<file path="src/rtl/core/nge_pkg.sv">
// nge_pkg: shared constants, register codes, state encoding and structs
// for the noise gate envelope block; no dependencies

package nge_pkg;

   localparam int NUM_CHANNELS = 8;
   localparam int SAMPLE_BITS  = 24;

   localparam int CH_W       = 3;
   localparam int CH_IDX_W   = (NUM_CHANNELS > 1) ? $clog2(NUM_CHANNELS) : 1;
   localparam int CNT_W      = 16;
   localparam int COEF_W     = 16;
   localparam int POW_W      = 32;
   localparam int GAIN_W     = 17;
   localparam int GAIN_FRAC  = 16;
   localparam int ACC_W      = 48;
   localparam int DIV_STEPS  = 16;
   localparam int DIV_CNT_W  = $clog2(DIV_STEPS + 1);

   localparam int MUL_A_W    = 33;
   localparam int MUL_B_W    = (SAMPLE_BITS + 1 > 18) ? SAMPLE_BITS + 1 : 18;
   localparam int MUL_P_W    = MUL_A_W + MUL_B_W;

   localparam int SQ_FRAC    = 2 * (SAMPLE_BITS - 1);
   localparam int SQ_SHR     = (SQ_FRAC >= POW_W) ? SQ_FRAC - POW_W : 0;
   localparam int SQ_SHL     = (SQ_FRAC < POW_W) ? POW_W - SQ_FRAC : 0;
   localparam int SQ_W       = 2 * SAMPLE_BITS + SQ_SHL;

   localparam int APB_DATA_W = 32;
   localparam int APB_ADDR_W = 4;

   localparam logic [GAIN_W-1:0] GAIN_ONE  = 17'h10000;
   localparam logic [GAIN_W-1:0] GAIN_ZERO = 17'h00000;
   localparam logic [COEF_W:0]   COEF_ONE  = 17'h10000;

   localparam logic [COEF_W-1:0] RST_SMOOTHING = 16'd58982;
   localparam logic [POW_W-1:0]  RST_THRESHOLD = 32'd42950;
   localparam logic [CNT_W-1:0]  RST_ATTACK    = 16'd480;
   localparam logic [CNT_W-1:0]  RST_RELEASE   = 16'd24000;

   typedef enum logic [1:0] {
      REG_SMOOTHING = 2'd0,
      REG_THRESHOLD = 2'd1,
      REG_ATTACK    = 2'd2,
      REG_RELEASE   = 2'd3
   } reg_index_type;

   typedef struct packed {
      logic [COEF_W-1:0] smoothing_coeff;
      logic [POW_W-1:0]  power_threshold;
      logic [CNT_W-1:0]  attack_len;
      logic [CNT_W-1:0]  release_len;
   } cfg_type;

   typedef struct packed {
      logic             start;
      logic [CNT_W-1:0] num;
      logic [CNT_W-1:0] den;
   } div_req_type;

   typedef struct packed {
      logic             done;
      logic [CNT_W-1:0] quo;
   } div_rsp_type;

   typedef enum logic [3:0] {
      ST_IDLE,
      ST_LOAD,
      ST_DIV,
      ST_MUL_GAIN,
      ST_MUL_SQ,
      ST_MUL_P1,
      ST_MUL_P2,
      ST_ADD,
      ST_UPDATE,
      ST_DONE
   } seq_state_type;

endpackage

</file>
<file path="src/rtl/core/nge_csr.sv">
// nge_csr: configuration registers behind the apb-style port
// depends on nge_pkg

module nge_csr import nge_pkg::*; (
   input  logic                  clock,
   input  logic                  reset,
   input  logic                  csr_psel,
   input  logic                  csr_penable,
   input  logic                  csr_pwrite,
   input  logic [APB_ADDR_W-1:0] csr_paddr,
   input  logic [APB_DATA_W-1:0] csr_pwdata,
   output logic [APB_DATA_W-1:0] csr_prdata,
   output logic                  csr_pready,
   output cfg_type               cfg
);

   cfg_type       cfg_ff;
   cfg_type       cfg_in;
   reg_index_type addr_idx;
   logic          wr_en;

   assign addr_idx   = reg_index_type'(csr_paddr[APB_ADDR_W-1:2]);
   assign wr_en      = csr_psel && csr_penable && csr_pwrite;
   assign csr_pready = 1'b1;
   assign cfg        = cfg_ff;

   always_comb begin
      cfg_in = cfg_ff;
      if (wr_en) begin
         case (addr_idx)
            REG_SMOOTHING: cfg_in.smoothing_coeff = csr_pwdata[COEF_W-1:0];
            REG_THRESHOLD: cfg_in.power_threshold = csr_pwdata[POW_W-1:0];
            REG_ATTACK:    cfg_in.attack_len      = csr_pwdata[CNT_W-1:0];
            REG_RELEASE:   cfg_in.release_len     = csr_pwdata[CNT_W-1:0];
            default:       cfg_in = cfg_ff;
         endcase
      end
   end

   always_comb begin
      case (addr_idx)
         REG_SMOOTHING: csr_prdata = APB_DATA_W'(cfg_ff.smoothing_coeff);
         REG_THRESHOLD: csr_prdata = APB_DATA_W'(cfg_ff.power_threshold);
         REG_ATTACK:    csr_prdata = APB_DATA_W'(cfg_ff.attack_len);
         REG_RELEASE:   csr_prdata = APB_DATA_W'(cfg_ff.release_len);
         default:       csr_prdata = '0;
      endcase
   end

   always_ff @(posedge clock) begin
      if (reset) begin
         cfg_ff.smoothing_coeff <= RST_SMOOTHING;
         cfg_ff.power_threshold <= RST_THRESHOLD;
         cfg_ff.attack_len      <= RST_ATTACK;
         cfg_ff.release_len     <= RST_RELEASE;
      end else begin
         cfg_ff <= cfg_in;
      end
   end

endmodule

</file>
<file path="src/rtl/core/nge_div.sv">
// nge_div: bit-serial restoring divider for the ramp gain, one quotient bit
// per cycle, gives floor(num * 65536 / den) for num < den; depends on nge_pkg

module nge_div import nge_pkg::*; (
   input  logic        clock,
   input  logic        reset,
   input  div_req_type div_req,
   output div_rsp_type div_rsp
);

   logic [CNT_W-1:0]     rem_ff, rem_in;
   logic [CNT_W-1:0]     den_ff, den_in;
   logic [CNT_W-1:0]     quo_ff, quo_in;
   logic [DIV_CNT_W-1:0] cnt_ff, cnt_in;
   logic                 busy_ff, busy_in;
   logic                 done_ff, done_in;
   logic [CNT_W:0]       trial;
   logic                 fits;

   assign trial = {rem_ff, 1'b0};
   assign fits  = trial >= {1'b0, den_ff};

   always_comb begin
      rem_in  = rem_ff;
      den_in  = den_ff;
      quo_in  = quo_ff;
      cnt_in  = cnt_ff;
      busy_in = busy_ff;
      done_in = 1'b0;
      if (div_req.start) begin
         rem_in  = div_req.num;
         den_in  = div_req.den;
         quo_in  = '0;
         cnt_in  = DIV_CNT_W'(DIV_STEPS);
         busy_in = 1'b1;
      end else if (busy_ff) begin
         rem_in = fits ? CNT_W'(trial - {1'b0, den_ff}) : trial[CNT_W-1:0];
         quo_in = {quo_ff[CNT_W-2:0], fits};
         cnt_in = cnt_ff - 1'b1;
         if (cnt_ff == DIV_CNT_W'(1)) begin
            busy_in = 1'b0;
            done_in = 1'b1;
         end
      end
   end

   always_ff @(posedge clock) begin
      if (reset) begin
         busy_ff <= 1'b0;
         done_ff <= 1'b0;
         cnt_ff  <= '0;
      end else begin
         busy_ff <= busy_in;
         done_ff <= done_in;
         cnt_ff  <= cnt_in;
      end
      rem_ff <= rem_in;
      den_ff <= den_in;
      quo_ff <= quo_in;
   end

   assign div_rsp.done = done_ff;
   assign div_rsp.quo  = quo_ff;

endmodule

</file>
<file path="src/rtl/core/nge_mul.sv">
// nge_mul: shared signed multiplier with registered product, used for the
// gain product, the square and both lowpass terms; depends on nge_pkg

module nge_mul import nge_pkg::*; (
   input  logic                      clock,
   input  logic signed [MUL_A_W-1:0] mul_a,
   input  logic signed [MUL_B_W-1:0] mul_b,
   output logic signed [MUL_P_W-1:0] prod
);

   logic signed [MUL_P_W-1:0] prod_ff;
   logic signed [MUL_P_W-1:0] prod_in;

   assign prod_in = MUL_P_W'(mul_a) * MUL_P_W'(mul_b);

   always_ff @(posedge clock) begin
      prod_ff <= prod_in;
   end

   assign prod = prod_ff;

endmodule

</file>
<file path="src/rtl/core/noise_gate_envelope.sv">
// noise_gate_envelope: top level, sequencer, per-channel state and output word
// depends on nge_pkg, nge_csr, nge_div, nge_mul

// Multichannel noise gate. Each request word carries a channel and a signed
// sample; one response word comes back with the gated sample and the gate
// state of that channel. A word goes through load, a wait on the 16-step
// serial divider that forms the ramp gain while an attack or release ramp
// needs a division (none with no ramp, a release ramp at full gain or a zero
// length), four passes through the one shared multiplier (gain product,
// square, the two lowpass terms), sum, gate update and output. The block
// takes one word at a time and accepts the next one while the previous
// response still waits in the output register. The user must write
// configuration registers only while the block is idle; the block itself
// does not enforce this.

module noise_gate_envelope import nge_pkg::*; (
   input  logic                          clock,
   input  logic                          reset,
   input  logic                          req_valid,
   output logic                          req_ready,
   input  logic [CH_W-1:0]               req_channel,
   input  logic signed [SAMPLE_BITS-1:0] req_sample,
   output logic                          rsp_valid,
   input  logic                          rsp_ready,
   output logic [CH_W-1:0]               rsp_out_channel,
   output logic signed [SAMPLE_BITS-1:0] rsp_out_sample,
   output logic                          rsp_gate_is_open,
   input  logic                          csr_psel,
   input  logic                          csr_penable,
   input  logic                          csr_pwrite,
   input  logic [APB_ADDR_W-1:0]         csr_paddr,
   input  logic [APB_DATA_W-1:0]         csr_pwdata,
   output logic [APB_DATA_W-1:0]         csr_prdata,
   output logic                          csr_pready
);

   cfg_type       cfg;
   div_req_type   div_req;
   div_rsp_type   div_rsp;
   seq_state_type state_ff, state_in;

   logic [CH_W-1:0]               ch_ff, ch_in;
   logic signed [SAMPLE_BITS-1:0] sample_ff, sample_in;
   logic [GAIN_W-1:0]             gain_ff, gain_in;
   logic [CNT_W-1:0]              att_ff, att_in;
   logic [CNT_W-1:0]              rel_ff, rel_in;
   logic                          open_ff, open_in;
   logic [POW_W-1:0]              x2_ff, x2_in;
   logic [ACC_W-1:0]              acc_ff, acc_in;
   logic [POW_W-1:0]              pow_new_ff, pow_new_in;
   logic [SAMPLE_BITS-1:0]        q_ff, q_in;
   logic                          open_new_ff, open_new_in;

   logic [POW_W-1:0] chan_power_ff [NUM_CHANNELS];
   logic [CNT_W-1:0] chan_att_ff   [NUM_CHANNELS];
   logic [CNT_W-1:0] chan_rel_ff   [NUM_CHANNELS];
   logic             chan_open_ff  [NUM_CHANNELS];

   logic             arr_we;
   logic [CNT_W-1:0] att_wr, rel_wr;
   logic             open_wr;

   logic                          rsp_valid_ff;
   logic                          rsp_load;
   logic [CH_W-1:0]               out_channel_ff;
   logic [SAMPLE_BITS-1:0]        out_sample_ff;
   logic                          gate_ff;

   logic signed [MUL_A_W-1:0] mul_a;
   logic signed [MUL_B_W-1:0] mul_b;
   logic signed [MUL_P_W-1:0] prod;

   logic [CH_IDX_W-1:0]      idx;
   logic                     req_in_range;
   logic [CNT_W-1:0]         ld_a_left, ld_r_left, ld_len, ld_left, ld_clamp, ld_num;
   logic [SAMPLE_BITS-1:0]   mag;
   logic [2*SAMPLE_BITS-1:0] sq;
   logic [SQ_W-1:0]          sq_ext, sq_sh;
   logic [POW_W-1:0]         sq_sat;
   logic [ACC_W-1:0]         acc_sum;
   logic [COEF_W:0]          coef_rest;

   nge_csr u_csr (
      .clock       (clock),
      .reset       (reset),
      .csr_psel    (csr_psel),
      .csr_penable (csr_penable),
      .csr_pwrite  (csr_pwrite),
      .csr_paddr   (csr_paddr),
      .csr_pwdata  (csr_pwdata),
      .csr_prdata  (csr_prdata),
      .csr_pready  (csr_pready),
      .cfg         (cfg)
   );

   nge_div u_div (
      .clock   (clock),
      .reset   (reset),
      .div_req (div_req),
      .div_rsp (div_rsp)
   );

   nge_mul u_mul (
      .clock (clock),
      .mul_a (mul_a),
      .mul_b (mul_b),
      .prod  (prod)
   );

   assign idx          = CH_IDX_W'(ch_ff);
   assign req_in_range = int'(req_channel) < NUM_CHANNELS;

   // ramp selection from the stored counters
   assign ld_a_left = chan_att_ff[idx];
   assign ld_r_left = chan_rel_ff[idx];
   assign ld_len    = (ld_a_left != '0) ? cfg.attack_len : cfg.release_len;
   assign ld_left   = (ld_a_left != '0) ? ld_a_left : ld_r_left;
   assign ld_clamp  = (ld_left > ld_len) ? ld_len : ld_left;
   assign ld_num    = (ld_a_left != '0) ? ld_len - ld_clamp : ld_clamp;

   // square scaled to q0.32 with saturation
   assign mag    = sample_ff[SAMPLE_BITS-1] ? SAMPLE_BITS'(-sample_ff)
                                            : SAMPLE_BITS'(sample_ff);
   assign sq     = prod[2*SAMPLE_BITS-1:0];
   assign sq_ext = SQ_W'(sq) << SQ_SHL;
   assign sq_sh  = sq_ext >> SQ_SHR;
   assign sq_sat = (|sq_sh[SQ_W-1:POW_W]) ? '1 : sq_sh[POW_W-1:0];

   assign acc_sum   = acc_ff + prod[ACC_W-1:0];
   assign coef_rest = COEF_ONE - {1'b0, cfg.smoothing_coeff};

   always_comb begin
      state_in    = state_ff;
      ch_in       = ch_ff;
      sample_in   = sample_ff;
      gain_in     = gain_ff;
      att_in      = att_ff;
      rel_in      = rel_ff;
      open_in     = open_ff;
      x2_in       = x2_ff;
      acc_in      = acc_ff;
      pow_new_in  = pow_new_ff;
      q_in        = q_ff;
      open_new_in = open_new_ff;
      div_req     = '0;
      mul_a       = '0;
      mul_b       = '0;
      arr_we      = 1'b0;
      att_wr      = att_ff;
      rel_wr      = rel_ff;
      open_wr     = open_ff;
      rsp_load    = 1'b0;
      case (state_ff)
         ST_IDLE: begin
            if (req_valid) begin
               ch_in     = req_channel;
               sample_in = req_sample;
               if (req_in_range) begin
                  state_in = ST_LOAD;
               end else begin
                  q_in        = '0;
                  open_new_in = 1'b0;
                  state_in    = ST_DONE;
               end
            end
         end
         ST_LOAD: begin
            div_req.num = ld_num;
            div_req.den = ld_len;
            open_in     = chan_open_ff[idx];
            att_in      = ld_a_left;
            rel_in      = ld_r_left;
            state_in    = ST_MUL_GAIN;
            if (ld_a_left != '0) begin
               att_in = ld_a_left - 1'b1;
               if (ld_len == '0) begin
                  gain_in = GAIN_ONE;
               end else begin
                  div_req.start = 1'b1;
                  state_in      = ST_DIV;
               end
            end else if (ld_r_left != '0) begin
               rel_in = ld_r_left - 1'b1;
               if (ld_len == '0) begin
                  gain_in = GAIN_ZERO;
               end else if (ld_num == ld_len) begin
                  gain_in = GAIN_ONE;
               end else begin
                  div_req.start = 1'b1;
                  state_in      = ST_DIV;
               end
            end else begin
               gain_in = chan_open_ff[idx] ? GAIN_ONE : GAIN_ZERO;
            end
         end
         ST_DIV: begin
            if (div_rsp.done) begin
               gain_in  = {1'b0, div_rsp.quo};
               state_in = ST_MUL_GAIN;
            end
         end
         ST_MUL_GAIN: begin
            mul_a    = MUL_A_W'(sample_ff);
            mul_b    = $signed(MUL_B_W'(gain_ff));
            state_in = ST_MUL_SQ;
         end
         ST_MUL_SQ: begin
            q_in     = prod[GAIN_FRAC +: SAMPLE_BITS];
            mul_a    = $signed(MUL_A_W'(mag));
            mul_b    = $signed(MUL_B_W'(mag));
            state_in = ST_MUL_P1;
         end
         ST_MUL_P1: begin
            x2_in    = sq_sat;
            mul_a    = $signed(MUL_A_W'(chan_power_ff[idx]));
            mul_b    = $signed(MUL_B_W'(cfg.smoothing_coeff));
            state_in = ST_MUL_P2;
         end
         ST_MUL_P2: begin
            acc_in   = prod[ACC_W-1:0];
            mul_a    = $signed(MUL_A_W'(x2_ff));
            mul_b    = $signed(MUL_B_W'(coef_rest));
            state_in = ST_ADD;
         end
         ST_ADD: begin
            pow_new_in = acc_sum[ACC_W-1:GAIN_FRAC];
            state_in   = ST_UPDATE;
         end
         ST_UPDATE: begin
            arr_we = 1'b1;
            if (att_ff == '0 && rel_ff == '0) begin
               if (open_ff && pow_new_ff <= cfg.power_threshold) begin
                  open_wr = 1'b0;
                  rel_wr  = cfg.release_len;
               end else if (!open_ff && pow_new_ff > cfg.power_threshold) begin
                  open_wr = 1'b1;
                  att_wr  = cfg.attack_len;
               end
            end
            open_new_in = open_wr;
            state_in    = ST_DONE;
         end
         ST_DONE: begin
            if (!rsp_valid_ff || rsp_ready) begin
               rsp_load = 1'b1;
               state_in = ST_IDLE;
            end
         end
         default: state_in = ST_IDLE;
      endcase
   end

   always_ff @(posedge clock) begin
      if (reset) begin
         state_ff <= ST_IDLE;
      end else begin
         state_ff <= state_in;
      end
   end

   always_ff @(posedge clock) begin
      ch_ff       <= ch_in;
      sample_ff   <= sample_in;
      gain_ff     <= gain_in;
      att_ff      <= att_in;
      rel_ff      <= rel_in;
      open_ff     <= open_in;
      x2_ff       <= x2_in;
      acc_ff      <= acc_in;
      pow_new_ff  <= pow_new_in;
      q_ff        <= q_in;
      open_new_ff <= open_new_in;
   end

   // per-channel state
   always_ff @(posedge clock) begin
      if (reset) begin
         for (int i = 0; i < NUM_CHANNELS; i++) begin
            chan_power_ff[i] <= '0;
            chan_att_ff[i]   <= '0;
            chan_rel_ff[i]   <= '0;
            chan_open_ff[i]  <= 1'b1;
         end
      end else if (arr_we) begin
         chan_power_ff[idx] <= pow_new_ff;
         chan_att_ff[idx]   <= att_wr;
         chan_rel_ff[idx]   <= rel_wr;
         chan_open_ff[idx]  <= open_wr;
      end
   end

   // response word register
   always_ff @(posedge clock) begin
      if (reset) begin
         rsp_valid_ff <= 1'b0;
      end else if (rsp_load) begin
         rsp_valid_ff <= 1'b1;
      end else if (rsp_ready) begin
         rsp_valid_ff <= 1'b0;
      end
      if (rsp_load) begin
         out_channel_ff <= ch_ff;
         out_sample_ff  <= q_ff;
         gate_ff        <= open_new_ff;
      end
   end

   assign req_ready        = state_ff == ST_IDLE;
   assign rsp_valid        = rsp_valid_ff;
   assign rsp_out_channel  = out_channel_ff;
   assign rsp_out_sample   = out_sample_ff;
   assign rsp_gate_is_open = gate_ff;

   a_busy_after_accept: assert property (
      @(posedge clock) disable iff (reset)
      req_valid && req_ready |=> !req_ready)
      else $error("request accepted while a word is in flight");

   a_div_done_in_div: assert property (
      @(posedge clock) disable iff (reset)
      div_rsp.done |-> state_ff == ST_DIV)
      else $error("divider finished outside the divide step");

   a_one_ramp_only: assert property (
      @(posedge clock) disable iff (reset)
      state_ff == ST_UPDATE |=> !(chan_att_ff[idx] != '0 && chan_rel_ff[idx] != '0))
      else $error("attack and release ramps both running");

   a_out_of_range_closed: assert property (
      @(posedge clock) disable iff (reset)
      rsp_valid && int'(rsp_out_channel) >= NUM_CHANNELS
      |-> !rsp_gate_is_open && rsp_out_sample == '0)
      else $error("unused channel returned a nonzero word");

endmodule

</file>
<file path="config.mk">
export PLATFORM = sky130hd
export DESIGN_NAME = noise_gate_envelope
export DESIGN_NICKNAME = d
export VERILOG_FILES = /design/src/rtl/core/nge_pkg.sv /design/src/rtl/core/nge_csr.sv /design/src/rtl/core/nge_div.sv /design/src/rtl/core/nge_mul.sv /design/src/rtl/core/noise_gate_envelope.sv
export SDC_FILE = /design/constraint.sdc
export NUM_CORES = 2
export LEC_CHECK = 0
export BUFFER_PORTS_ARGS = -buffer_cell sky130_fd_sc_hd__clkbuf_2
export CAP_MARGIN = 20
export CORE_MARGIN = 1.5
export CORE_UTILIZATION = 44
export CTS_BUF_LIST = sky130_fd_sc_hd__clkbuf_16
export DETAILED_ROUTE_END_ITERATION = 6
export PLACE_DENSITY = 0.61
export SLEW_MARGIN = 20
export SYNTH_ARGS = -nofsm -noshare
export SYNTH_HDL_FRONTEND = slang
export SYNTH_SLANG_ARGS = --single-unit
</file>
<file path="constraint.sdc">
create_clock -name clock -period 9.55 [get_ports clock]
set_input_delay 1.4325 -clock clock [delete_from_list [all_inputs] [get_ports clock]]
set_output_delay 1.4325 -clock clock [all_outputs]
set_load 0.01 [all_outputs]
</file>
==> flow_summary_export.csv <==
group,metric,value,unit
outcome,status,"finished clean",
synthesis,synthArstFlopShare,0,
pwr,total_power_per_unit_cell_area,176,nW/um^2
grt,antenna_found_initial,4,
drt,drt_iter0_markers,4621,
worst_setup_path,crit_path_frequent_cell,"sky130_fd_sc_hd__fa_1",
worst_setup_path,startpoint_type,"flip-flop",
grt,vias_in_the_first_global_route,49200,
sta,fin_crit_sh,0.971,
sta,max_slew_margin,0.278,
synthesis,syn-cell-area,69600,um^2
synthesis,synth_fa_ha_area_frac,0.250,
cts,tritoncts_num_sinks,953,
grt,grt_max_degree,99,
sta,fin_tns_setup,0,ns
synthesis,synth.most_common_cell,"sky130_fd_sc_hd__inv_1",
synthesis,synth_compound_area_frac,0.0570,
drt,drt-total-wl,211000,um
worst_setup_path,worst-setup-path-type,"reg2reg",
synthesis,synth_top_flop_cell,"sky130_fd_sc_hd__edfxtp_1",
synthesis,synth_enable_flop_cells,786,
synthesis,synth_top_family_by_area,"adder cells",
synthesis,ys_seq_area_frac,0.387,
sta,tightestPinTransition,1.08,ns
synthesis,post-synth-top-area-cell,"sky130_fd_sc_hd__edfxtp_1",
pwr,power.leakage,33.7,nW
cts,clkSlewWorstSetupHoldPaths,0.06,ns
die,floorplan.die.height,401,um
drt,vias_per_cell,5.57,
placement,place_congestion,0.988,
synthesis,synth.yosys.warnings,0,
die,width_of_the_die,401,um
synthesis,synth-simple-area-share,0.141,
die,core.rowCount,145,
die,fp.coreArea,157000,um^2
drt,detail_route.drc_violations,0,
placement,port_buffer_count,129,
worst_setup_path,cell_count_along_the_critical_path,35,
pwr,irDropWorstVdd,0.000166,V
die,start_util,0.444,
finish,finalNetCount,7713,
sta,slew_viol_final,0,
cts,worstSkewPairLatency,0.77,ns
flow_run,cap_violations,0,
grt,global_route.usage.total,0.261,
grt,grt_first_pass_wirelength,314000,um
worst_setup_path,crit_slowest_cell,"sky130_fd_sc_hd__or4_1",
synthesis,synth_area_leaders,"sky130_fd_sc_hd__edfxtp_1 34%, sky130_fd_sc_hd__fa_1 20%, sky130_fd_sc_hd__inv_1 5.1%",
worst_setup_path,critPathMaxFanout,8,
grt,grt_remaining_overflow,0,
die,ioPinCount,133,
finish,stdcell_area,78300,um^2
placement,placed_wire_length_estimate_after_detailed_placement,155000,um
cts,cts_tree,"built",
synthesis,post_synth_most_frequent_cells,"953 x sky130_fd_sc_hd__inv_1, 786 x sky130_fd_sc_hd__edfxtp_1, 701 x sky130_fd_sc_hd__fa_1",
die,dieArea,160000,um^2
worst_setup_path,timing.critical_path.required,10.11,ns
drt,wl_per_cell,23.9,um
drt,drt_pre_antenna_iters,5,
cts,cts_inserted_buffers,105,
worst_setup_path,cpLargestDelayFamily,"adder cells",
cts,holdBufCountCts,0,
placement,dpl_cell_area,74200,um^2
sta,fin_worst_skew,0.0994,ns
synthesis,synthXorXnorAreaFrac,0.0247,
worst_setup_path,critPathBufInv,9,
sta,setup-violations-final,0,
synthesis,synth.ff_latch_count,953,
synthesis,synthesis.area_per_instance,10.8,um^2
cts,clock_tree.root_cell,"sky130_fd_sc_hd__clkbuf_16",
sta,post-route-min-period,9.28,ns
worst_setup_path,cp_data_arrival_time,9.83,ns
synthesis,distinct_cells_synth,101,
sta,timing.final.hold_violations,0,
worst_setup_path,reg2reg_depth,35,
synthesis,synthesis.instances,6412,
cts,h-tree-depth,3,
drt,antenna_violating_nets_post_route,0,
synthesis,yosys_top_cell_area_share,0.339,
worst_hold_path,timing.hold.worst.class,"reg2reg",
worst_setup_path,critPathCaptureType,"flip-flop",
finish,final_layout_size_suffix_gt1_frac,0.133,
worst_setup_path,timing.critical_path.slowest_cell_delay,0.60,ns
synthesis,mux_contribution_to_synthesized_area,0.0680,
cts,cts.path.max_buffers,3,
finish,area_growth_syn_to_layout,12.6,%
sta,max_freq,108,MHz
drt,vias,49179,
worst_hold_path,worst_hold_path_stage_count,0,
==> area by class of cell <==
type,count,area [um^2]
repair buffers,451,3400
clock inverters,94,933
clock buffers,106,2650
flip-flops and latches,953,27000
inverters,957,3600
diodes,1,2.50
well taps,2058,2570
fillers,14037,78300
multi-input cells,4207,38200
==> state kept, by name, summed over array words and instances, names as in the netlist, 17 cells and up, named ones only <==
name and cells:
u_mul.prod 48, x2_ff 32, q_ff 24, sample_ff 24
rsp_out_sample 24, u_csr.cfg 80, chan_power_ff 256, pow_new_ff 32
acc_ff 48, chan_rel_ff 128, gain_ff 17, chan_att_ff 128
==> layout by cell type, fill, tap and decap left out, types with 48 or more instances in the layout <==
cell / n
sky130_fd_sc_hd__xor2_1: 65
sky130_fd_sc_hd__edfxtp_1: 786
sky130_fd_sc_hd__and3_1: 199
sky130_fd_sc_hd__clkbuf_2: 128
sky130_fd_sc_hd__mux4_2: 143
sky130_fd_sc_hd__a21oi_1: 184
sky130_fd_sc_hd__fa_1: 700
sky130_fd_sc_hd__nand2_1: 689
sky130_fd_sc_hd__or3_1: 48
sky130_fd_sc_hd__clkbuf_16: 109
sky130_fd_sc_hd__and2_1: 134
sky130_fd_sc_hd__mux2i_1: 118
sky130_fd_sc_hd__ha_1: 266
sky130_fd_sc_hd__o21ai_0: 115
sky130_fd_sc_hd__xnor2_1: 126
sky130_fd_sc_hd__dfxtp_1: 163
sky130_fd_sc_hd__inv_1: 971
sky130_fd_sc_hd__nor2_1: 669
sky130_fd_sc_hd__nor2b_1: 51
sky130_fd_sc_hd__a21o_1: 50
sky130_fd_sc_hd__buf_4: 291
==> stage by stage <==
step	total power, W	worst slack [ns]	hold slack (ns)	util	std cells
2_1_floorplan	0.00802	0.00279	0.400	-	6446
3_3_place_gp	0.00945	0.000427	0.402	0.474	8609
3_5_place_dp	0.00950	0.0190	0.405	0.474	8609
4_1_cts	0.0137	0.0170	0.399	0.497	8809
5_1_grt	0.0144	-0.0317	0.425	0.500	8826
6_report	0.0137	0.274	0.414	0.500	8827
==> where the power goes <==
part / total [W] / switching, W / internal, W / leakage [nW]
combinational: 0.00446 / 0.00267 / 0.00179 / 22.8
clock: 0.00420 / 0.00180 / 0.00239 / 1.85
sequential: 0.00509 / 0.000231 / 0.00486 / 9.14
total: 0.0137 / 0.00471 / 0.00904 / 33.7
==> final timing paths <==
kind              slack [ns]           from              to
setup reg to reg        0.27  sample_ff[13]  u_mul.prod[47]
hold reg to reg         0.41  u_mul.prod[9]       acc_ff[9]
hold / removal          0.41  u_mul.prod[9]       acc_ff[9]
setup / recovery        0.27  sample_ff[13]  u_mul.prod[47]
==> metal layers <==
metal  wire (um)  vias to the layer above  global-route usage
met5           0                        -                   0
met4        6660                        0              0.0847
met3       19700                      300              0.0494
met2       94600                     2112               0.399
met1       89900                    25040               0.375
li1            -                    21727                   -
==> cell families after synthesis <==
group,count (synthesis)
buf+inv,1286
mux,288
fa+ha+maj,968
compound gates,609
xor+xnor,193
simple gates,2113
other cells,2
flops,953
==> repair_timing <==
item / 4_1_cts / 5_1_grt
setup buffers: 0 / 14
gates cloned: 0 / 3
gates resized for setup: 3 / 73
endpoints found under the setup margin: 2 / 72
pin swaps: 0 / 24
Note: power is estimated with default switching activity, not from simulation.
